$ cat src/hw/rtl/fsfla_pkg.sv
// Package with shared types and constants for the fixed slot free-list allocator.
package fsfla_pkg;

  localparam int unsigned MAX_SLOTS_DEF = 256;

  localparam int unsigned ADDR_W = 20;
  localparam int unsigned SHIFT_W = 4;
  localparam int unsigned POOL_W = 9;
  localparam int unsigned CFG_DATA_W = 9;
  localparam int unsigned CFG_IDX_W = 1;

  localparam logic [SHIFT_W-1:0] SHIFT_MIN = 4'd3;
  localparam logic [SHIFT_W-1:0] SHIFT_MAX = 4'd12;
  localparam logic [SHIFT_W-1:0] SHIFT_RESET = 4'd6;
  localparam logic [POOL_W-1:0] POOL_RESET = 9'd256;
  localparam logic [ADDR_W-1:0] ADDR_MASK = 20'hFFFFF;

  localparam logic [CFG_IDX_W-1:0] CFG_SLOT_SHIFT = 1'b0;
  localparam logic [CFG_IDX_W-1:0] CFG_POOL_SLOTS = 1'b1;

  localparam logic KIND_ALLOC = 1'b0;
  localparam logic KIND_FREE = 1'b1;

  typedef enum logic {
    ST_IDLE,
    ST_POP
  } ctrl_state_e;

  typedef struct packed {
    logic accept;
    logic pop_done;
  } dp_cmd_t;

  typedef struct packed {
    logic list_nonempty;
  } dp_status_t;

endpackage

$ cat src/hw/rtl/fsfla_if.sv
// Handshake interfaces for the request and response channels of the allocator.
interface fsfla_req_if import fsfla_pkg::*; ();
  logic              valid;
  logic              ready;
  logic              kind;
  logic [ADDR_W-1:0] free_address;

  modport source (output valid, output kind, output free_address, input ready);
  modport sink (input valid, input kind, input free_address, output ready);
endinterface

interface fsfla_rsp_if import fsfla_pkg::*; ();
  logic              valid;
  logic              ready;
  logic              ok;
  logic [ADDR_W-1:0] slot_address;

  modport source (output valid, output ok, output slot_address, input ready);
  modport sink (input valid, input ok, input slot_address, output ready);
endinterface

$ cat src/hw/rtl/fixed_slot_free_list_allocator_unit.sv
// Top level of the fixed slot free-list allocator.
// A free, a carve or a rejected request responds the cycle after acceptance; a pop first
// passes through ST_POP, since the next list head comes from a registered link memory read.
// One free or carve is taken per cycle unless the response stalls; none is taken in ST_POP.
// Reset clears the list, the counters and the response valid, and sets slot_shift to 6 and
// pool_slots to 256; the link memory is not cleared and needs no clearing pass.
module fixed_slot_free_list_allocator_unit import fsfla_pkg::*; #(
  parameter int unsigned MAX_SLOTS = MAX_SLOTS_DEF
) (
  input  logic                  clk_i,
  input  logic                  rst_ni,
  fsfla_req_if.sink             in_if,
  fsfla_rsp_if.source           out_if,
  input  logic                  cfg_we_i,
  input  logic [CFG_IDX_W-1:0]  cfg_index_i,
  input  logic [CFG_DATA_W-1:0] cfg_data_i
);

  dp_cmd_t    cmd;
  dp_status_t status;

  fsfla_ctrl u_ctrl (
    .clk_i       (clk_i),
    .rst_ni      (rst_ni),
    .in_valid_i  (in_if.valid),
    .in_kind_i   (in_if.kind),
    .in_ready_o  (in_if.ready),
    .out_valid_o (out_if.valid),
    .out_ready_i (out_if.ready),
    .status_i    (status),
    .cmd_o       (cmd)
  );

  fsfla_dp #(
    .MAX_SLOTS (MAX_SLOTS)
  ) u_dp (
    .clk_i          (clk_i),
    .rst_ni         (rst_ni),
    .cmd_i          (cmd),
    .status_o       (status),
    .kind_i         (in_if.kind),
    .free_address_i (in_if.free_address),
    .cfg_we_i       (cfg_we_i),
    .cfg_index_i    (cfg_index_i),
    .cfg_data_i     (cfg_data_i),
    .ok_o           (out_if.ok),
    .slot_address_o (out_if.slot_address)
  );

  // A pop completes in the cycle after the allocate that started it.
  assert property (@(posedge clk_i) disable iff (!rst_ni)
    cmd.pop_done |-> $past(cmd.accept) && ($past(in_if.kind) == KIND_ALLOC))
    else $error("pop completed without a preceding allocate");

  // No new transaction is taken while a pop is finishing.
  assert property (@(posedge clk_i) disable iff (!rst_ni)
    cmd.pop_done |-> !(in_if.valid && in_if.ready))
    else $error("transaction accepted during pop");

  // A successful free always leaves a nonempty list.
  assert property (@(posedge clk_i) disable iff (!rst_ni)
    (cmd.accept && (in_if.kind == KIND_FREE)) |=> (!out_if.ok || status.list_nonempty))
    else $error("successful free left the list empty");

endmodule

$ cat src/hw/rtl/fsfla_ctrl.sv
// Controller state machine that sequences transactions and owns the response valid.
module fsfla_ctrl import fsfla_pkg::*; (
  input  logic       clk_i,
  input  logic       rst_ni,
  input  logic       in_valid_i,
  input  logic       in_kind_i,
  output logic       in_ready_o,
  output logic       out_valid_o,
  input  logic       out_ready_i,
  input  dp_status_t status_i,
  output dp_cmd_t    cmd_o
);

  ctrl_state_e state_q, state_d;
  logic        out_valid_q, out_valid_d;
  logic        start_pop;
  logic        load_result;

  always_comb begin
    state_d = state_q;
    in_ready_o = 1'b0;
    cmd_o = '0;
    start_pop = 1'b0;
    case (state_q)
      ST_IDLE: begin
        in_ready_o = !out_valid_q || out_ready_i;
        cmd_o.accept = in_valid_i && in_ready_o;
        start_pop = cmd_o.accept && (in_kind_i == KIND_ALLOC) && status_i.list_nonempty;
        if (start_pop) begin
          state_d = ST_POP;
        end
      end
      ST_POP: begin
        cmd_o.pop_done = 1'b1;
        state_d = ST_IDLE;
      end
      default: begin
        state_d = ST_IDLE;
      end
    endcase
    load_result = (cmd_o.accept && !start_pop) || cmd_o.pop_done;
    out_valid_d = (out_valid_q && !out_ready_i) || load_result;
  end

  always_ff @(posedge clk_i or negedge rst_ni) begin
    if (!rst_ni) begin
      state_q <= ST_IDLE;
      out_valid_q <= 1'b0;
    end else begin
      state_q <= state_d;
      out_valid_q <= out_valid_d;
    end
  end

  assign out_valid_o = out_valid_q;

endmodule

$ cat src/hw/rtl/fsfla_dp.sv
// Datapath with configuration, free-list head, counters, link memory and result registers.
module fsfla_dp import fsfla_pkg::*; #(
  parameter int unsigned MAX_SLOTS = MAX_SLOTS_DEF
) (
  input  logic                  clk_i,
  input  logic                  rst_ni,
  input  dp_cmd_t               cmd_i,
  output dp_status_t            status_o,
  input  logic                  kind_i,
  input  logic [ADDR_W-1:0]     free_address_i,
  input  logic                  cfg_we_i,
  input  logic [CFG_IDX_W-1:0]  cfg_index_i,
  input  logic [CFG_DATA_W-1:0] cfg_data_i,
  output logic                  ok_o,
  output logic [ADDR_W-1:0]     slot_address_o
);

  localparam int unsigned IDX_W = (MAX_SLOTS > 1) ? $clog2(MAX_SLOTS) : 1;
  localparam int unsigned CNT_W = $clog2(MAX_SLOTS + 1);
  localparam int unsigned CMP_W = (CNT_W > POOL_W) ? CNT_W : POOL_W;
  localparam int unsigned WIDE_W = (CNT_W > ADDR_W) ? CNT_W : ADDR_W;

  logic [SHIFT_W-1:0] shift_q, shift_d;
  logic [POOL_W-1:0]  pool_q, pool_d;
  logic [IDX_W-1:0]   head_q, head_d;
  logic [CNT_W-1:0]   len_q, len_d;
  logic [CNT_W-1:0]   carve_q, carve_d;
  logic               ok_q, ok_d;
  logic [ADDR_W-1:0]  addr_q, addr_d;
  logic [IDX_W-1:0]   link_mem [MAX_SLOTS];
  logic [IDX_W-1:0]   rdata_q;

  logic [SHIFT_W-1:0] eff_shift;
  logic               nonempty;
  logic               carve_avail;
  logic [ADDR_W-1:0]  free_idx_w;
  logic [IDX_W-1:0]   free_idx;
  logic               aligned;
  logic               free_ok;
  logic               mem_we;
  logic [31:0]        pop_addr_w;
  logic [31:0]        carve_addr_w;

  always_comb begin
    if (shift_q < SHIFT_MIN) begin
      eff_shift = SHIFT_MIN;
    end else if (shift_q > SHIFT_MAX) begin
      eff_shift = SHIFT_MAX;
    end else begin
      eff_shift = shift_q;
    end
  end

  assign nonempty = (len_q != '0);
  assign status_o.list_nonempty = nonempty;
  assign carve_avail = (carve_q < CNT_W'(MAX_SLOTS)) && (CMP_W'(carve_q) < CMP_W'(pool_q));
  assign free_idx_w = free_address_i >> eff_shift;
  assign free_idx = free_idx_w[IDX_W-1:0];
  assign aligned = ((free_address_i & ~(ADDR_MASK << eff_shift)) == '0);
  assign free_ok = aligned && (WIDE_W'(free_idx_w) < WIDE_W'(carve_q)) && (len_q < carve_q);
  assign pop_addr_w = 32'(head_q) << eff_shift;
  assign carve_addr_w = 32'(carve_q) << eff_shift;

  always_comb begin
    shift_d = shift_q;
    pool_d = pool_q;
    if (cfg_we_i) begin
      case (cfg_index_i)
        CFG_SLOT_SHIFT: shift_d = cfg_data_i[SHIFT_W-1:0];
        CFG_POOL_SLOTS: pool_d = cfg_data_i[POOL_W-1:0];
        default: begin
        end
      endcase
    end
  end

  always_comb begin
    head_d = head_q;
    len_d = len_q;
    carve_d = carve_q;
    ok_d = ok_q;
    addr_d = addr_q;
    mem_we = 1'b0;
    if (cmd_i.pop_done) begin
      head_d = rdata_q;
      len_d = len_q - CNT_W'(1);
      ok_d = 1'b1;
      addr_d = pop_addr_w[ADDR_W-1:0];
    end else if (cmd_i.accept) begin
      ok_d = 1'b0;
      addr_d = '0;
      if (kind_i == KIND_FREE) begin
        if (free_ok) begin
          mem_we = 1'b1;
          head_d = free_idx;
          len_d = len_q + CNT_W'(1);
          ok_d = 1'b1;
        end
      end else if (!nonempty && carve_avail) begin
        carve_d = carve_q + CNT_W'(1);
        ok_d = 1'b1;
        addr_d = carve_addr_w[ADDR_W-1:0];
      end
    end
  end

  always_ff @(posedge clk_i or negedge rst_ni) begin
    if (!rst_ni) begin
      shift_q <= SHIFT_RESET;
      pool_q <= POOL_RESET;
      head_q <= '0;
      len_q <= '0;
      carve_q <= '0;
    end else begin
      shift_q <= shift_d;
      pool_q <= pool_d;
      head_q <= head_d;
      len_q <= len_d;
      carve_q <= carve_d;
    end
  end

  always_ff @(posedge clk_i) begin
    ok_q <= ok_d;
    addr_q <= addr_d;
  end

  always_ff @(posedge clk_i) begin
    if (mem_we) begin
      link_mem[free_idx] <= head_q;
    end
    rdata_q <= link_mem[head_q];
  end

  assign ok_o = ok_q;
  assign slot_address_o = addr_q;

endmodule

$ cat src/flat_wrapper.sv
// flat-port wrapper written by rule: the top's interface ports become plain ports
module fixed_slot_free_list_allocator_unit_flat import fsfla_pkg::*;
#(
  parameter int unsigned MAX_SLOTS = MAX_SLOTS_DEF
)
  (clk_i, rst_ni, cfg_we_i, cfg_index_i, cfg_data_i, in_if_valid, in_if_kind, in_if_free_address, in_if_ready, out_if_valid, out_if_ok, out_if_slot_address, out_if_ready);
  fsfla_req_if in_if_i ();
  fsfla_rsp_if out_if_i ();
  input  logic clk_i;
  input  logic rst_ni;
  input  logic cfg_we_i;
  input  logic [CFG_IDX_W-1:0] cfg_index_i;
  input  logic [CFG_DATA_W-1:0] cfg_data_i;
  input wire logic [$bits(in_if_i.valid)-1:0] in_if_valid;
  input wire logic [$bits(in_if_i.kind)-1:0] in_if_kind;
  input wire logic [$bits(in_if_i.free_address)-1:0] in_if_free_address;
  output wire logic [$bits(in_if_i.ready)-1:0] in_if_ready;
  output wire logic [$bits(out_if_i.valid)-1:0] out_if_valid;
  output wire logic [$bits(out_if_i.ok)-1:0] out_if_ok;
  output wire logic [$bits(out_if_i.slot_address)-1:0] out_if_slot_address;
  input wire logic [$bits(out_if_i.ready)-1:0] out_if_ready;
  assign in_if_i.valid = in_if_valid;
  assign in_if_i.kind = in_if_kind;
  assign in_if_i.free_address = in_if_free_address;
  assign in_if_ready = in_if_i.ready;
  assign out_if_valid = out_if_i.valid;
  assign out_if_ok = out_if_i.ok;
  assign out_if_slot_address = out_if_i.slot_address;
  assign out_if_i.ready = out_if_ready;
  fixed_slot_free_list_allocator_unit #(.MAX_SLOTS(MAX_SLOTS)) u_core (.clk_i(clk_i), .rst_ni(rst_ni), .in_if(in_if_i), .out_if(out_if_i), .cfg_we_i(cfg_we_i), .cfg_index_i(cfg_index_i), .cfg_data_i(cfg_data_i));
endmodule
$ cat config.mk
export PLATFORM = sky130hd
export DESIGN_NAME = fixed_slot_free_list_allocator_unit_flat
export DESIGN_NICKNAME = d
export VERILOG_FILES = /design/src/hw/rtl/fsfla_pkg.sv /design/src/hw/rtl/fsfla_if.sv /design/src/hw/rtl/fixed_slot_free_list_allocator_unit.sv /design/src/hw/rtl/fsfla_ctrl.sv /design/src/hw/rtl/fsfla_dp.sv /design/src/flat_wrapper.sv
export SDC_FILE = /design/constraint.sdc
export NUM_CORES = 2
export LEC_CHECK = 0
export BUFFER_PORTS_ARGS = -buffer_cell sky130_fd_sc_hd__buf_2
export CAP_MARGIN = 15
export CORE_ASPECT_RATIO = 1.25
export CORE_MARGIN = 3
export CORE_UTILIZATION = 50
export DETAILED_ROUTE_END_ITERATION = 16
export PLACE_DENSITY = 0.65
export SLEW_MARGIN = 20
export SYNTH_ARGS = -nofsm -noshare
export SYNTH_HDL_FRONTEND = slang
export SYNTH_SLANG_ARGS = --single-unit
$ cat constraint.sdc
create_clock -name clk_i -period 14.1 [get_ports clk_i]
set_input_delay 0 -clock clk_i [delete_from_list [all_inputs] [get_ports clk_i]]
set_output_delay 0 -clock clk_i [all_outputs]
set_load 0.03 [all_outputs]
After elaboration in Yosys (flattened, before gate mapping)
Memory sizes are Yosys's and may differ from the RTL's. A register that Yosys moved wholly into a read port is not among the register bits. Index checks and enable logic that the tools add are counted. W data, S select, Z words.

Input bits: 36. Memories kept: 1. Word-level logic and storage cells: 82. Bits in registers: 62. Memory bits (writable): 2048. Output and inout port bits: 23.

Memories: u_core.u_dp.link_mem (depth 256, bits a word 8, rd ports 1, clocked after Yosys merged registers in 1, wr ports 1, line fsfla_dp.sv:30) `logic [IDX_W-1:0] link_mem [MAX_SLOTS];`.

Shifts and indexed selects: 4. Bitwise operators: 6. Multiplexer cells: 28. Reductions and logical operators: 25. Add/subtract/negate cells: 3. $lt $le $gt $ge: 6.

Operators by type and width (count): $mux W20 (4); $mux W9 (4); $mux W8 (4); $and A20 B20 Y20 (1); $logic_not A20 Y1 (1); $lt A20 B9 Y1 (1); $not A20 Y20 (1); $shl A20 B4 Y20 const A (1); $shl A8 B4 Y20 (1); $shl A9 B4 Y20 (1); $shr A20 B4 Y20 (1); $add A9 B1 Y9 const B (2); $lt A9 B9 Y1 (2); $mux W1 (13); $logic_and A1 B1 Y1 (9); $lt A9 B9 Y1 const B (1); $reduce_bool A9 Y1 (1); $sub A9 B1 Y9 const B (1); $mux W4 (2); $reduce_bool A2 Y1 (3); $gt A4 B4 Y1 const B (1); $logic_not A1 Y1 (4); $lt A4 B2 Y1 const B (1); $not A1 Y1 (4); other kinds (5) (8).

Depth between registers and ports, before layout
Word-level depth: 15. Gate-level depth with buffers: 20. Mapped depth without buffers: 14.

By module
Synthesis repeated with hierarchy kept, for this count alone.

Cell total of the unflattened synthesis: 3936. Area total of the unflattened synthesis: 84735.0 µm².

Modules (own cells, without submodules): fsfla_dp (seq. area each 63259.4 µm², times used 1, area an instance 84622.4 µm², cells an instance 3927); fsfla_ctrl (seq. area each 50.0 µm², times used 1, area an instance 112.6 µm², cells an instance 9).

Worst setup path after synthesis
No wires, ideal clock.

Kind: reg2reg. Start point: register u_core.u_dp.head_q[0]. End point: register u_core.u_dp.rdata_q[0] (read register of u_core.u_dp.link_mem). Library setup time: 0.134 ns. Buffers on the path: 4. Data arrival time: 6.119 ns. Stages on the path, launching flop included: 10. Clock period less this slack: 6.253 ns. Setup slack: 7.847 ns. Required time: 13.966 ns. Path through: dfrtp_1 -> clkbuf_1 -> clkbuf_1 -> clkbuf_1 -> buf_1 -> mux4_2 -> mux4_2 -> a22oi_1 -> a21oi_1 -> or4_1.

RTL lines: start: declaration (line fsfla_dp.sv:25) `logic [IDX_W-1:0] head_q, head_d;`; start signal: assignment (line fsfla_dp.sv:111) `head_q <= '0;`; start signal: assignment (line fsfla_dp.sv:117) `head_q <= head_d;`; end: declaration (line fsfla_dp.sv:31) `logic [IDX_W-1:0] rdata_q;`.

Final worst setup path
Start point: register u_core.u_dp.shift_q[2]. End point: memory u_core.u_dp.link_mem[93][3] (netlist bit), enable pin.

Word-level cells in the longest chain between the ends: 15. Elaborated cells between the ends (all ways): 18. Those cells by class: order compare (3); shift (2); mux (8); bitwise (2); reduce/logical (3).

RTL lines: start: declaration (line fsfla_dp.sv:23) `logic [SHIFT_W-1:0] shift_q, shift_d;`; start signal: assignment (line fsfla_dp.sv:115) `shift_q <= shift_d;`; $gt A4 B4 Y1 (line fsfla_dp.sv:47) `end else if (shift_q > SHIFT_MAX) begin`; $mux W4 (line fsfla_dp.sv:47); $mux W4 (*) (line fsfla_dp.sv:45) `if (shift_q < SHIFT_MIN) begin`; branches (longest 12 deep; another with $lt A20 B9 Y1); end: declaration (line fsfla_dp.sv:30).

Every way passes the cells marked *.

==> Implementation_results.wiki <==
{| class="wikitable"
! Metric !! Value
|-
| Total track usage || roughly a quarter
|-
| Per-cell routed wire length || 32.0 microns
|-
| Number of nets with antenna violations after detailed routing || 0
|-
| H-tree levels || 4
|-
| Synth Warn # || 0
|-
| Per-instance average area after synthesis || about 22 sq um
|-
| Commonest cells in the synthesized netlist || sky130_fd_sc_hd__edfxtp_1 (2068), sky130_fd_sc_hd__mux4_2 (650), sky130_fd_sc_hd__nor3_2 (158)
|-
| Aggregate routed wire length || between 200000 and 250000 microns
|-
| Vias in the first global route || 41.7k
|-
| Number of flops mapped to enable cells by yosys || 2068
|-
| HPWL after DPL || approximately 120000 microns
|-
| Highest-delay cell along the critical path || sky130_fd_sc_hd__nor3_1
|-
| Max_slew headroom || about 19%
|-
| Die height || between 400 and 500 microns
|-
| Total die area || 177000 sq um
|-
| Number of input and output port buffers inserted || 58
|-
| Cells along the critical path || buf_4 -> nor2b_1 -> a21o_1 -> mux2_2 -> mux4_2 -> clkinv_4 -> ha_1 -> a211oi_1 -> nor2b_1 -> o31a_1 -> a2111oi_0 -> and2_1 -> or4b_4 -> buf_12 -> nor3_1
|-
| Outcome || finished clean
|-
| Pleak || roughly 29 nW
|-
| Clock Root Buffer || sky130_fd_sc_hd__clkbuf_16
|-
| Final weighted congestion of routability-driven global placement || around 0.87
|-
| Crit path required time || ~15 ns
|-
| Category of the critical setup timing path || reg -> reg
|-
| Arrival time at the worst endpoint || about 7.6 ns
|-
| Clock latency of the later-clocked register in the worst-skew pair || approximately 0.84 ns
|-
| Hold crit path type || in -> reg
|-
| Crit-path max cell delay || slightly below 1 ns
|-
| Area added between synthesis and finish || 11.1%
|-
| Initial standard-cell utilization of the core || between 50% and 60%
|-
| Post-placement worst setup slack || between 7 and 8 ns
|-
| Worst-path maximum fanout || 94
|-
| Startpoint class of the critical path || flop
|-
| Part of the cycle the worst path needs || 50.7%
|-
| Final setup TNS || 0 ns
|-
| Post-route setup slack || between 6 and 7 ns
|-
| Endpoint class of the critical path || flop
|-
| Total of flip-flops plus latches after synthesis || between 2k and 2.5k
|-
| Final nets || 4126
|-
| Post-synthesis instance area || approximately 86000 sq um
|-
| Setup Skew || between 0.03 and 0.04 ns
|-
| Highest attainable clock frequency || about 0.14 GHz
|-
| Via total after detailed routing || a little over 40k
|-
| Number of vias per cell || approximately 6.4
|-
| Fraction of final layout cells sized beyond drive strength 1 || approximately a third
|-
| Transition time at the pin with the least slew margin || 1.21 ns
|-
| # hold bufs at CTS || 44
|-
| Fraction of post-synthesis cell area in the top cell type by area || between 70% and 80%
|-
| Clock tree sinks || about 2.1k
|-
| Post-route DRC || 0
|-
| Cell Pwr Density || ~200 nW/um^2
|-
| Core region area || 170000 sq um
|-
| Leftover overflow at the end of global routing || 0
|-
| Cell with the most instances after synthesis || sky130_fd_sc_hd__edfxtp_1
|-
| Number of top-level pins || just under 60
|-
| Global-route wire length before repair || roughly 300000 microns
|-
| CTS tree || yes
|-
| Number of gates resized after cts || 0
|-
| Max Slew Vio Count || 0
|-
| Number of antenna violations at the first check in global routing || 1
|-
| Clock transition time at the flip-flop clock pins of the worst setup and hold paths || ~0.060 ns
|-
| Number of failing hold endpoints at the final stage || 0
|-
| Leading post-synthesis cells by cell area || sky130_fd_sc_hd__edfxtp_1 (72%), sky130_fd_sc_hd__mux4_2 (17%), sky130_fd_sc_hd__nor3_2 (1.8%)
|-
| RSZ-0062 raised after global routing || false
|-
| Predominant post-synthesis flop cell || sky130_fd_sc_hd__edfxtp_1
|-
| Number of buffers on the longest clock path || 3
|-
| Maximum number of pins on one net before global-route repair || 150
|-
| Netlist cell types || 95
|-
| Final setup fails || 0
|-
| Leading area contributor after synthesis || sky130_fd_sc_hd__edfxtp_1
|-
| Router iterations before antenna repair || 6
|-
| Library cell appearing most often on the critical path || sky130_fd_sc_hd__nor2b_1
|-
| Proportion of register bits with asynchronous set or reset after synthesis || slightly below 2%
|-
| Buffers inserted by post-CTS timing repair || 0
|-
| Number of buffers created by CTS || between 150 and 200
|-
| Cells after Synth || about 4.0k
|-
| Portion of the post-synthesis area used by sequential elements || 73.6%
|-
| Drt first-iter violations || approximately 4.7k
|-
| Row count || around 170
|-
| Peak supply drop || 0.146 mV
|-
| Post-layout minimum cycle time || roughly 7 ns
|-
| Max-cap violation count || 0
|-
| Chip width || 377 microns
|}
[sequential cells by signal, indices dropped and copies added, names as in the netlist]
signal                      flops
u_core.u_dp.slot_address_o     20
u_core.u_dp.pool_q              9
u_core.u_dp.link_mem         2048
u_core.u_ctrl.state_q           1
u_core.u_dp.head_q              8
u_core.u_ctrl.out_valid_o       1
u_core.u_dp.shift_q             4
u_core.u_dp.carve_q             9
u_core.u_dp.rdata_q             8
u_core.u_dp.ok_o                1
u_core.u_dp.len_q               9
[per-stage QoR]
step	hold slack [ns]	cell area [sq um]	utilization (%)	power (W)	std cells
after CTS	0.0729	95400	56.0	0.0188	6434
after global placement	0.136	88600	52.0	0.0135	6040
final	0.168	95600	56.1	0.0186	6436
after floorplan	-0.296	86100	-	0.0118	3956
after global routing	0.193	95600	56.1	0.0193	6436
after detailed placement	0.143	88600	52.0	0.0136	6040
[path summary, 6_finish.rpt]
check,cells past startpoint,from,slack (ns),to
max,15,u_core.u_dp.shift_q[2]$_DFFE_PN1P_,6.95,u_core.u_dp.link_mem[93][3]$_DFFE_PP_
min in group asynchronous,4,rst_ni,0.33,u_core.u_dp.shift_q[0]$_DFFE_PN0P_
max in group asynchronous,4,rst_ni,13.26,u_core.u_dp.head_q[6]$_DFFE_PN0P_
max reg2reg,15,u_core.u_dp.shift_q[2]$_DFFE_PN1P_,6.95,u_core.u_dp.link_mem[93][3]$_DFFE_PP_
min,9,in_if_free_address[0],0.17,u_core.u_dp.len_q[8]$_DFFE_PN0P_
min reg2reg,1,u_core.u_dp.ok_o$_SDFFE_PP1P_,0.48,u_core.u_dp.ok_o$_SDFFE_PP1P_
[placed cells by master (no fill, tap or decap), types with 10 or more instances in the layout]
cell type and instances:
sky130_fd_sc_hd__edfxtp_1 2068, sky130_fd_sc_hd__mux4_2 650, sky130_fd_sc_hd__nor3_2 212, sky130_fd_sc_hd__clkbuf_16 197, sky130_fd_sc_hd__buf_4 81, sky130_fd_sc_hd__a22oi_1 68
sky130_fd_sc_hd__nor3_1 62, sky130_fd_sc_hd__a21oi_1 60, sky130_fd_sc_hd__buf_2 58, sky130_fd_sc_hd__nand2_1 45, sky130_fd_sc_hd__dlygate4sd3_1 44, sky130_fd_sc_hd__mux2i_1 42
sky130_fd_sc_hd__inv_1 39, sky130_fd_sc_hd__clkinv_1 39, sky130_fd_sc_hd__clkbuf_1 33, sky130_fd_sc_hd__ha_1 32, sky130_fd_sc_hd__o21ai_0 31, sky130_fd_sc_hd__clkinv_2 31
sky130_fd_sc_hd__dfrtp_1 29, sky130_fd_sc_hd__nor2_1 28, sky130_fd_sc_hd__bufinv_16 22, sky130_fd_sc_hd__mux2_2 18, sky130_fd_sc_hd__and2_1 16, sky130_fd_sc_hd__a211oi_1 12
sky130_fd_sc_hd__nand3_1 11, sky130_fd_sc_hd__nand2b_1 10, sky130_fd_sc_hd__a21o_1 10, sky130_fd_sc_hd__xnor2_1 10, sky130_fd_sc_hd__inv_6 10
[critical path, delay by kind of cell, from the launching register on]
family / cells / cell delay [ns]
AO/OA/AOI/OAI: 4 / 1.00
adder cells (fa/ha/maj): 1 / 0.27
buffers and inverters: 3 / 1.13
flip-flops: 1 / 0.51
multiplexers: 2 / 1.08
AND/OR/NAND/NOR: 5 / 2.64
[routing by layer]
| metal | global-route usage [%] | routed length, microns | up-vias |
|---|---|---|---|
| li1 | - | - | 17074 |
| met5 | 0 | 0 | - |
| met4 | 7.73 | 6370 | 0 |
| met1 | 32.2 | 81200 | 22045 |
| met2 | 39.3 | 106000 | 1692 |
| met3 | 3.34 | 12300 | 292 |
[final cells by class]
class / count / area, sq um
clock buffer: 232 / 5080
antenna: 1 / 2.50
sequential: 2118 / 63300
fill: 12391 / 74800
clock inverter: 118 / 1220
multi-input combinational: 1511 / 21600
inverter: 43 / 179
timing repair buffer: 190 / 1470
tap: 2223 / 2780
[logic make-up after synthesis]
group                      share of synthesized area (%)
DFF                                                 73.6
muxes                                               17.8
and+or+nand+nor                                     4.01
buffers and inverters                               1.74
AOI/OAI and AO/OA                                   2.20
adders and majority gates                          0.489
xor gates and xnor gates                           0.132
other                                            0.00436
[power by group]
| group | leakage (nW) | switching [W] | total (W) | internal (W) |
|---|---|---|---|---|
| Combinational | 6.63 | 0.00319 | 0.00532 | 0.00213 |
| Clock | 3.07 | 0.00229 | 0.00526 | 0.00297 |
| Sequential | 19.4 | 0.000231 | 0.00807 | 0.00784 |
Power figures use the tool's default switching activity.
